==> src/rtl/dcit_pkg.sv <==
`timescale 1ns / 1ps
// ----------------------------------------------------------------------------
// dcit_pkg
// Shared types and constants of the interval timer: commands, register
// selectors, control bit positions and the word formats of both channels.
// ----------------------------------------------------------------------------
package dcit_pkg;

  localparam int COUNT_WIDTH = 16;
  localparam int DATA_WIDTH  = 16;
  localparam int CR1_WIDTH   = 5;

  typedef logic [COUNT_WIDTH-1:0] count_t;
  typedef logic [DATA_WIDTH-1:0]  data_t;

  typedef enum logic [1:0] {
    CMD_TICK  = 2'd0,
    CMD_WRITE = 2'd1,
    CMD_READ  = 2'd2
  } cmd_t;

  typedef enum logic [2:0] {
    REG_CR1  = 3'd0,
    REG_DIER = 3'd1,
    REG_SR   = 3'd2,
    REG_EGR  = 3'd3,
    REG_CNT  = 3'd4,
    REG_ARR  = 3'd5
  } reg_sel_t;

  // CR1 bit positions
  localparam int CR1_CEN  = 0;
  localparam int CR1_UDIS = 1;
  localparam int CR1_URS  = 2;
  localparam int CR1_OPM  = 3;
  localparam int CR1_DIR  = 4;

  typedef struct packed {
    logic [1:0] cmd;
    logic [2:0] reg_sel;
    data_t      wdata;
  } item_t;

  typedef struct packed {
    data_t rdata;
    logic  irq;
    logic  update_event;
  } result_t;

endpackage

==> src/rtl/dcit_ifs.sv <==
`timescale 1ns / 1ps
// ----------------------------------------------------------------------------
// dcit channel interfaces
// Valid/ready channels for bus items, result words and the prescaler write.
// ----------------------------------------------------------------------------
interface dcit_in_if;
  logic                valid;
  logic                ready;
  logic [1:0]          cmd;
  logic [2:0]          reg_sel;
  dcit_pkg::data_t     wdata;

  modport source (output valid, output cmd, output reg_sel, output wdata, input ready);
  modport sink   (input valid, input cmd, input reg_sel, input wdata, output ready);
endinterface

interface dcit_out_if;
  logic                valid;
  logic                ready;
  dcit_pkg::data_t     rdata;
  logic                irq;
  logic                update_event;

  modport source (output valid, output rdata, output irq, output update_event, input ready);
  modport sink   (input valid, input rdata, input irq, input update_event, output ready);
endinterface

interface dcit_cfg_if;
  logic                valid;
  logic                ready;
  dcit_pkg::data_t     prescale;

  modport source (output valid, output prescale, input ready);
  modport sink   (input valid, input prescale, output ready);
endinterface

==> src/rtl/down_counting_interval_timer.sv <==
`timescale 1ns / 1ps
// Accepted words are held in the input register, results in the result register once free.
// Throughput: one word per cycle; a waiting result lets one more word in, then stalls in_ch.
// Prescaler writes are taken at once on every cycle.
// Reset (rst_n low, synchronous) clears all timer registers, the prescaler and
// both stage valid flags.
// ----------------------------------------------------------------------------
// down_counting_interval_timer
// Prescaled auto-reload up/down timer with one-pulse mode, driven by bus words.
// ----------------------------------------------------------------------------
module down_counting_interval_timer (
  input logic        clk,
  input logic        rst_n,
  dcit_in_if.sink    in_ch,
  dcit_out_if.source out_ch,
  dcit_cfg_if.sink   cfg_ch
);
  import dcit_pkg::*;

  item_t   in_item;
  item_t   item;
  result_t result;
  result_t out_result;
  logic    advance;
  logic    fire;

  assign in_item.cmd     = in_ch.cmd;
  assign in_item.reg_sel = in_ch.reg_sel;
  assign in_item.wdata   = in_ch.wdata;

  assign cfg_ch.ready = 1'b1;

  dcit_in_stage u_in_stage (
    .clk      (clk),
    .rst_n    (rst_n),
    .in_valid (in_ch.valid),
    .in_ready (in_ch.ready),
    .in_item  (in_item),
    .advance  (advance),
    .fire     (fire),
    .item     (item)
  );

  dcit_core u_core (
    .clk          (clk),
    .rst_n        (rst_n),
    .cfg_valid    (cfg_ch.valid),
    .cfg_prescale (cfg_ch.prescale),
    .fire         (fire),
    .item         (item),
    .result       (result)
  );

  dcit_out_stage u_out_stage (
    .clk        (clk),
    .rst_n      (rst_n),
    .fire       (fire),
    .result     (result),
    .advance    (advance),
    .out_valid  (out_ch.valid),
    .out_ready  (out_ch.ready),
    .out_result (out_result)
  );

  assign out_ch.rdata        = out_result.rdata;
  assign out_ch.irq          = out_result.irq;
  assign out_ch.update_event = out_result.update_event;

endmodule

==> src/rtl/dcit_in_stage.sv <==
`timescale 1ns / 1ps
// ----------------------------------------------------------------------------
// dcit_in_stage
// Input register: holds one bus word until the core consumes it.
// ----------------------------------------------------------------------------
module dcit_in_stage (
  input  logic            clk,
  input  logic            rst_n,
  input  logic            in_valid,
  output logic            in_ready,
  input  dcit_pkg::item_t in_item,
  input  logic            advance,
  output logic            fire,
  output dcit_pkg::item_t item
);
  import dcit_pkg::*;

  logic  valid_r;
  item_t item_r;

  assign fire     = valid_r && advance;
  assign in_ready = !valid_r || advance;
  assign item     = item_r;

  always_ff @(posedge clk) begin
    if (!rst_n) begin
      valid_r <= 1'b0;
    end else if (in_valid && in_ready) begin
      valid_r <= 1'b1;
    end else if (fire) begin
      valid_r <= 1'b0;
    end
  end

  always_ff @(posedge clk) begin
    if (in_valid && in_ready) begin
      item_r <= in_item;
    end
  end

endmodule

==> src/rtl/dcit_core.sv <==
`timescale 1ns / 1ps
// ----------------------------------------------------------------------------
// dcit_core
// Timer registers and the single-pass update for one bus word: tick,
// register write or register read, with the result word formed alongside.
// ----------------------------------------------------------------------------
module dcit_core (
  input  logic              clk,
  input  logic              rst_n,
  input  logic              cfg_valid,
  input  dcit_pkg::data_t   cfg_prescale,
  input  logic              fire,
  input  dcit_pkg::item_t   item,
  output dcit_pkg::result_t result
);
  import dcit_pkg::*;

  data_t                psc_r,   psc_nxt;
  data_t                pcnt_r,  pcnt_nxt;
  count_t               cnt_r,   cnt_nxt;
  count_t               arr_r,   arr_nxt;
  logic [CR1_WIDTH-1:0] cr1_r,   cr1_nxt;
  logic                 ier_r,   ier_nxt;
  logic                 uif_r,   uif_nxt;
  logic                 ev;
  logic                 wrapped;
  count_t               step_cnt;
  data_t                rd;

  // counter step at a prescaled tick
  always_comb begin
    if (cr1_r[CR1_DIR]) begin
      wrapped  = (cnt_r == '0);
      step_cnt = wrapped ? arr_r : cnt_r - COUNT_WIDTH'(1);
    end else begin
      wrapped  = (cnt_r >= arr_r);
      step_cnt = wrapped ? '0 : cnt_r + COUNT_WIDTH'(1);
    end
  end

  always_comb begin
    pcnt_nxt = pcnt_r;
    cnt_nxt  = cnt_r;
    arr_nxt  = arr_r;
    cr1_nxt  = cr1_r;
    ier_nxt  = ier_r;
    uif_nxt  = uif_r;
    ev       = 1'b0;
    rd       = '0;
    case (item.cmd)
      CMD_TICK: begin
        if (cr1_r[CR1_CEN]) begin
          if (pcnt_r >= psc_r) begin
            pcnt_nxt = '0;
            cnt_nxt  = step_cnt;
            if (wrapped && !cr1_r[CR1_UDIS]) begin
              ev      = 1'b1;
              uif_nxt = 1'b1;
              if (cr1_r[CR1_OPM]) begin
                cr1_nxt[CR1_CEN] = 1'b0;
              end
            end
          end else begin
            pcnt_nxt = pcnt_r + 16'd1;
          end
        end
      end
      CMD_WRITE: begin
        unique case (item.reg_sel)
          REG_CR1:  cr1_nxt = item.wdata[CR1_WIDTH-1:0];
          REG_DIER: ier_nxt = item.wdata[0];
          REG_SR:   uif_nxt = uif_r & item.wdata[0];
          REG_EGR: begin
            // software update: reload and restart the prescaler
            if (item.wdata[0]) begin
              cnt_nxt  = cr1_r[CR1_DIR] ? arr_r : '0;
              pcnt_nxt = '0;
              if (!cr1_r[CR1_UDIS]) begin
                ev = 1'b1;
                if (!cr1_r[CR1_URS]) begin
                  uif_nxt = 1'b1;
                end
              end
            end
          end
          REG_CNT:  cnt_nxt = COUNT_WIDTH'(item.wdata);
          REG_ARR:  arr_nxt = COUNT_WIDTH'(item.wdata);
          default: ;
        endcase
      end
      CMD_READ: begin
        unique case (item.reg_sel)
          REG_CR1:  rd = DATA_WIDTH'(cr1_r);
          REG_DIER: rd = DATA_WIDTH'(ier_r);
          REG_SR:   rd = DATA_WIDTH'(uif_r);
          REG_CNT:  rd = DATA_WIDTH'(cnt_r);
          REG_ARR:  rd = DATA_WIDTH'(arr_r);
          default:  rd = '0;
        endcase
      end
      default: ;
    endcase
  end

  assign psc_nxt = cfg_valid ? cfg_prescale : psc_r;

  assign result.rdata        = rd;
  assign result.irq          = uif_nxt & ier_nxt;
  assign result.update_event = ev;

  always_ff @(posedge clk) begin
    if (!rst_n) begin
      psc_r  <= '0;
      pcnt_r <= '0;
      cnt_r  <= '0;
      arr_r  <= '0;
      cr1_r  <= '0;
      ier_r  <= 1'b0;
      uif_r  <= 1'b0;
    end else begin
      psc_r <= psc_nxt;
      if (fire) begin
        pcnt_r <= pcnt_nxt;
        cnt_r  <= cnt_nxt;
        arr_r  <= arr_nxt;
        cr1_r  <= cr1_nxt;
        ier_r  <= ier_nxt;
        uif_r  <= uif_nxt;
      end
    end
  end

  a_tick_event_sets_flag: assert property (@(posedge clk) disable iff (!rst_n)
    fire && item.cmd == CMD_TICK && ev |=> uif_r)
    else $error("tick update did not set the flag");

  a_one_pulse_stops: assert property (@(posedge clk) disable iff (!rst_n)
    fire && item.cmd == CMD_TICK && ev && cr1_r[CR1_OPM] |=> !cr1_r[CR1_CEN])
    else $error("one-pulse mode did not clear enable");

  a_disabled_tick_holds: assert property (@(posedge clk) disable iff (!rst_n)
    fire && item.cmd == CMD_TICK && !cr1_r[CR1_CEN] |=> $stable(cnt_r) && $stable(pcnt_r))
    else $error("disabled timer moved");

  a_rdata_only_on_read: assert property (@(posedge clk) disable iff (!rst_n)
    fire && result.rdata != '0 |-> item.cmd == CMD_READ)
    else $error("read data on a non-read word");

endmodule

==> src/rtl/dcit_out_stage.sv <==
`timescale 1ns / 1ps
// ----------------------------------------------------------------------------
// dcit_out_stage
// Result register: holds a finished word until the sink takes it.
// ----------------------------------------------------------------------------
module dcit_out_stage (
  input  logic              clk,
  input  logic              rst_n,
  input  logic              fire,
  input  dcit_pkg::result_t result,
  output logic              advance,
  output logic              out_valid,
  input  logic              out_ready,
  output dcit_pkg::result_t out_result
);
  import dcit_pkg::*;

  logic    valid_r;
  result_t result_r;

  assign advance    = !valid_r || out_ready;
  assign out_valid  = valid_r;
  assign out_result = result_r;

  always_ff @(posedge clk) begin
    if (!rst_n) begin
      valid_r <= 1'b0;
    end else if (fire) begin
      valid_r <= 1'b1;
    end else if (out_ready) begin
      valid_r <= 1'b0;
    end
  end

  always_ff @(posedge clk) begin
    if (fire) begin
      result_r <= result;
    end
  end

endmodule

==> src/flat_wrapper.sv <==
// flat-port wrapper written by rule: the top's interface ports become plain ports
module down_counting_interval_timer_flat import dcit_pkg::*;
  (clk, rst_n, in_ch_valid, in_ch_cmd, in_ch_reg_sel, in_ch_wdata, in_ch_ready, out_ch_valid, out_ch_rdata, out_ch_irq, out_ch_update_event, out_ch_ready, cfg_ch_valid, cfg_ch_prescale, cfg_ch_ready);
  dcit_in_if in_ch_i ();
  dcit_out_if out_ch_i ();
  dcit_cfg_if cfg_ch_i ();
  input logic clk;
  input logic rst_n;
  input wire logic [$bits(in_ch_i.valid)-1:0] in_ch_valid;
  input wire logic [$bits(in_ch_i.cmd)-1:0] in_ch_cmd;
  input wire logic [$bits(in_ch_i.reg_sel)-1:0] in_ch_reg_sel;
  input wire logic [$bits(in_ch_i.wdata)-1:0] in_ch_wdata;
  output wire logic [$bits(in_ch_i.ready)-1:0] in_ch_ready;
  output wire logic [$bits(out_ch_i.valid)-1:0] out_ch_valid;
  output wire logic [$bits(out_ch_i.rdata)-1:0] out_ch_rdata;
  output wire logic [$bits(out_ch_i.irq)-1:0] out_ch_irq;
  output wire logic [$bits(out_ch_i.update_event)-1:0] out_ch_update_event;
  input wire logic [$bits(out_ch_i.ready)-1:0] out_ch_ready;
  input wire logic [$bits(cfg_ch_i.valid)-1:0] cfg_ch_valid;
  input wire logic [$bits(cfg_ch_i.prescale)-1:0] cfg_ch_prescale;
  output wire logic [$bits(cfg_ch_i.ready)-1:0] cfg_ch_ready;
  assign in_ch_i.valid = in_ch_valid;
  assign in_ch_i.cmd = in_ch_cmd;
  assign in_ch_i.reg_sel = in_ch_reg_sel;
  assign in_ch_i.wdata = in_ch_wdata;
  assign in_ch_ready = in_ch_i.ready;
  assign out_ch_valid = out_ch_i.valid;
  assign out_ch_rdata = out_ch_i.rdata;
  assign out_ch_irq = out_ch_i.irq;
  assign out_ch_update_event = out_ch_i.update_event;
  assign out_ch_i.ready = out_ch_ready;
  assign cfg_ch_i.valid = cfg_ch_valid;
  assign cfg_ch_i.prescale = cfg_ch_prescale;
  assign cfg_ch_ready = cfg_ch_i.ready;
  down_counting_interval_timer u_core (.clk(clk), .rst_n(rst_n), .in_ch(in_ch_i), .out_ch(out_ch_i), .cfg_ch(cfg_ch_i));
endmodule
==> config.mk <==
export PLATFORM = sky130hd
export DESIGN_NAME = down_counting_interval_timer_flat
export DESIGN_NICKNAME = d
export VERILOG_FILES = /design/src/rtl/dcit_pkg.sv /design/src/rtl/dcit_ifs.sv /design/src/rtl/down_counting_interval_timer.sv /design/src/rtl/dcit_in_stage.sv /design/src/rtl/dcit_core.sv /design/src/rtl/dcit_out_stage.sv /design/src/flat_wrapper.sv
export SDC_FILE = /design/constraint.sdc
export NUM_CORES = 1
export LEC_CHECK = 0
export ABC_AREA = 1
export BUFFER_PORTS_ARGS = -buffer_cell sky130_fd_sc_hd__buf_2
export CORE_AREA = 2 2 81 160
export DETAILED_ROUTE_END_ITERATION = 10
export DIE_AREA = 0 0 83 162
export PLACE_DENSITY = 0.74
export REMOVE_ABC_BUFFERS = 1
export SYNTH_ARGS = -nofsm -noshare
export SYNTH_HDL_FRONTEND = slang
export SYNTH_HIERARCHICAL = 1
export SYNTH_SLANG_ARGS = --single-unit
==> constraint.sdc <==
create_clock -name clk -period 5.4 [get_ports clk]
set_input_delay 0.81 -clock clk [delete_from_list [all_inputs] [get_ports clk]]
set_output_delay 0.81 -clock clk [all_outputs]
set_load 0.01 [all_outputs]
==> reports/qor_table.md <==
| Stage | Parameter | Value |
| --- | --- | --- |
| run status | Status | complete, no violations |
| sta | Hold Violations, Final | 0 |
| clocking | Clock Path Buffers | 2 |
| grt | First-pass GRT wire length | 30500 um |
| sta | Peak Freq | 356 MHz |
| clocking | Total setup buffers inserted after CTS | 0 |
| flow run | Maxcap violations | 0 |
| sta | Count of pins over their slew limit | 0 |
| sta | Max Clock Skew | 6.71 ps |
| die | Count of boundary I/O pins | 63 |
| pwr | Share of power burned in combinational logic | 0.140 |
| die | Core region area | 12200 um2 |
| route | First-iteration detailed-routing DRC count | 294 |
| grt | Largest net degree at the start of global routing | 51 |
| clocking | Depth of the CTS H-tree | 3 |
| logic synthesis | Total of warnings raised by yosys | 6 |
| pwr | Part of the power in the clock network | 0.358 |
| logic synthesis | Post-synthesis sequential area ratio | 0.396 |
| pwr | Pwr/cell area | 252 nW/um2 |
| setup path | Crit path arrival time | 3090 ps |
| setup path | Startpoint types | flop |
| place | Estimated wirelength of the detail-placed design | 14300 um |
| final layout | Number of fillers in the final layout | 1159 |
| die | Die area | 13400 um2 |
| logic synthesis | Number of flops mapped to enable cells by yosys | 39 |
| route | Wirelength, routed | 19500 um |
| grt | Initial antenna violation count | 0 |
| sta | RSZ-0062 raised after global routing | false |
| clocking | Clock root buffer | clkbuf_16 |
| logic synthesis | Mapped Avg Cell Area | 7.56 um2 |
| clocking | CTS tree | yes |
| setup path | WS Path Type | reg -> reg |
| sta | Min Hold Slack | 466 ps |
| route | Detailed-route DRC error count | 0 |
| pwr | Static Leakage | 3.10 nW |
| pwr | Internal power summed over all cells | 0.00130 W |
| route | Final routed wire length divided by cell count | 18.1 um |
| sta | Fin Setup TNS | 0 ps |
| setup path | Maximum fanout count along the critical path | 14 |
| setup path | Crit path capture type | flop |
| grt | Vias in the first global route | 6419 |
| pwr | VDD IR max | 187 uV |
| final layout | Share of cells above drive strength 1 | 0.133 |
| sta | Max-slew headroom at the worst pin | 0.240 |
| logic synthesis | Number of distinct library cell variants in the gate-level netlist after synthesis | 48 |
| logic synthesis | Post-synthesis instance area | 6650 um2 |
| die | Chip Width | 83 um |
| sta | Post-route clock period utilization | 0.520 |
| route | Remaining number of nets flagged by the antenna check after routing | 0 |
| pwr | Switching fraction of total power | 0.292 |
| sta | Setup-violating endpoint count in the final report | 0 |
| clocking | Clock sink count | 112 |
| logic synthesis | FFs w/ async S/R, synth | 0 |
| logic synthesis | Prevailing post-synth register cell | dfxtp_1 |
| final layout | Most frequent standard cell in the layout excluding fill and tap cells | nand2_1 |
| route | Number of detailed-route iterations in the first pass | 5 |
| clocking | Clock buffer count from CTS | 9 |
| clocking | Hold bufs inserted after CTS | 0 |
| clocking | Source-to-sink clock delay at the later pin of the worst-skew pair | 360 ps |
| final layout | Antenna cells | 0 |
| place | Routability Congestion | 0.965 |
| pwr | P_sw | 0.000537 W |
| sta | Minimum period implied by the final worst setup slack | 2810 ps |
| pwr | Fraction of power consumed by sequential logic | 0.503 |
| logic synthesis | Gate count after technology mapping | 880 |
| setup path | Required time at the endpoint of the critical path | 5680 ps |
| final layout | Area growth syn-to-layout | 9.86% |
| die | Row count | 57 |
| place | # port buffers | 61 |
| clocking | Clock-pin slew of the registers on the worst-case setup and hold paths | 70 ps |
| clocking | Post-cts resize count | 0 |
| grt | Global-route total usage across every layer | 0.289 |
| sta | Worst slew pin tran | 1130 ps |
| pwr | Design Power | 0.00184 W |
| hold path | Path class of the lowest-slack min-delay path | reg -> reg |
| grt | Overall overflow remaining after global route | 0 |
| final layout | Highest-count cells in the layout ignoring fill and taps | nand2_1 (175), inv_1 (107), a21oi_1 (86), o21ai_0 (79), dfxtp_1 (73) |
| route | Via total after detailed routing | 6236 |
| route | Average via count per standard cell | 5.79 |
| final layout | Final Net Count | 1003 |
| die | Die Y | 162 um |
| die | Starting density of the core | 0.546 |
| logic synthesis | Flop and latch count out of synthesis | 112 |
[area by class of cell]
class | instances | area, um2 | area share
clock inverters | 6 | 56.3 | 0.00770
multi-input cells | 615 | 3400 | 0.465
well taps | 147 | 184 | 0.0252
clock buffers | 10 | 229 | 0.0313
repair buffers | 69 | 365 | 0.0500
inverters | 118 | 443 | 0.0606
flip-flops and latches | 112 | 2630 | 0.360
[critical path: stages, from the launching register on]
cell and delay (ps):
dfxtp_1 570, ha_1 320, nand2_1 70, inv_1 30, o21ai_0 150, nand2_1 160, nand2_1 100, and2_1 200
nand2_1 360, o21bai_1 310, o21ai_1 240, nand2_1 90, a21oi_1 120
[path summary, 6_finish.rpt]
path                                        startpoint                 endpoint  slack, ps  cells after the start
worst max register to register  u_core/u_core/cnt_r[9]  u_core/u_core/cnt_r[13]       2590                     12
worst min register to register  u_core/u_core/psc_r[9]   u_core/u_core/psc_r[9]        470                      2
worst min-delay path            u_core/u_core/psc_r[9]   u_core/u_core/psc_r[9]        470                      2
worst max-delay path            u_core/u_core/cnt_r[9]  u_core/u_core/cnt_r[13]       2590                     12
[metal layers]
layer | wire [um] | track usage
met1 | 6520 | 0.252
met2 | 10600 | 0.560
met3 | 708 | 0.0401
met4 | 1670 | 0.245
met5 | 0 | 0
[synth_stat cells (7+ instances only)]
master	count	area, um2
nor3_1	15	75.1
inv_1	107	402
xor2_1	17	149
inv_2	10	37.5
o21ai_1	9	45.0
buf_2	7	35.0
dfxtp_1	73	1460
ha_1	36	450
edfxtp_1	39	1170
clkbuf_1	19	71.3
nand3_1	36	180
a21oi_1	87	435
o21ai_0	79	395
nor2_1	65	244
nand4_1	12	75.1
o211ai_1	15	113
nand2_1	175	657
[power groups by stage]
stage / Combinational [W] / Sequential [W] / Clock (W)
floorplan: 0.000159 / 0.000939 / 0
global placement: 0.000249 / 0.000943 / 0
detailed placement: 0.000252 / 0.000944 / 0
CTS: 0.000254 / 0.000924 / 0.000669
global route: 0.000285 / 0.000927 / 0.000694
finish: 0.000257 / 0.000924 / 0.000657
[kinds of logic (layout without fill, tap and decap cells)]
group / after synthesis / in the layout / share of synthesized area
other: 1 / 1 / 0.000564
multiplexers: 1 / 1 / 0.00150
buffers and inverters: 153 / 203 / 0.0944
AO/OA/AOI/OAI: 221 / 221 / 0.185
flip-flops: 112 / 112 / 0.396
adder cells (fa/ha/maj): 36 / 36 / 0.0677
XOR/XNOR: 21 / 21 / 0.0276
AND/OR/NAND/NOR: 335 / 335 / 0.228
[through the flow]
step	cell area (um2)	util	worst slack, ps	cells
5_1_grt	7310	0.599	2420	1077
3_3_place_gp	7020	0.576	2270	1061
6_report	7310	0.599	2590	1077
3_5_place_dp	7020	0.576	2240	1061
2_1_floorplan	6470	-	2640	845
4_1_cts	7310	0.599	2620	1077
[state kept, by name, indices dropped and copies added (netlist names)]
signal	count
u_core/u_core/ier_r	1
u_core/u_core/uif_r	1
u_core/u_core/cnt_r	16
u_core/u_core/arr_r	16
u_core/u_core/cr1_r	5
u_core/u_in_stage/valid_r	1
u_core/u_in_stage/item	21
u_core/u_core/psc_r	16
u_core/u_out_stage/out_result	18
u_core/u_out_stage/out_valid	1
u_core/u_core/pcnt_r	16
(Power assumes the default switching activity.)
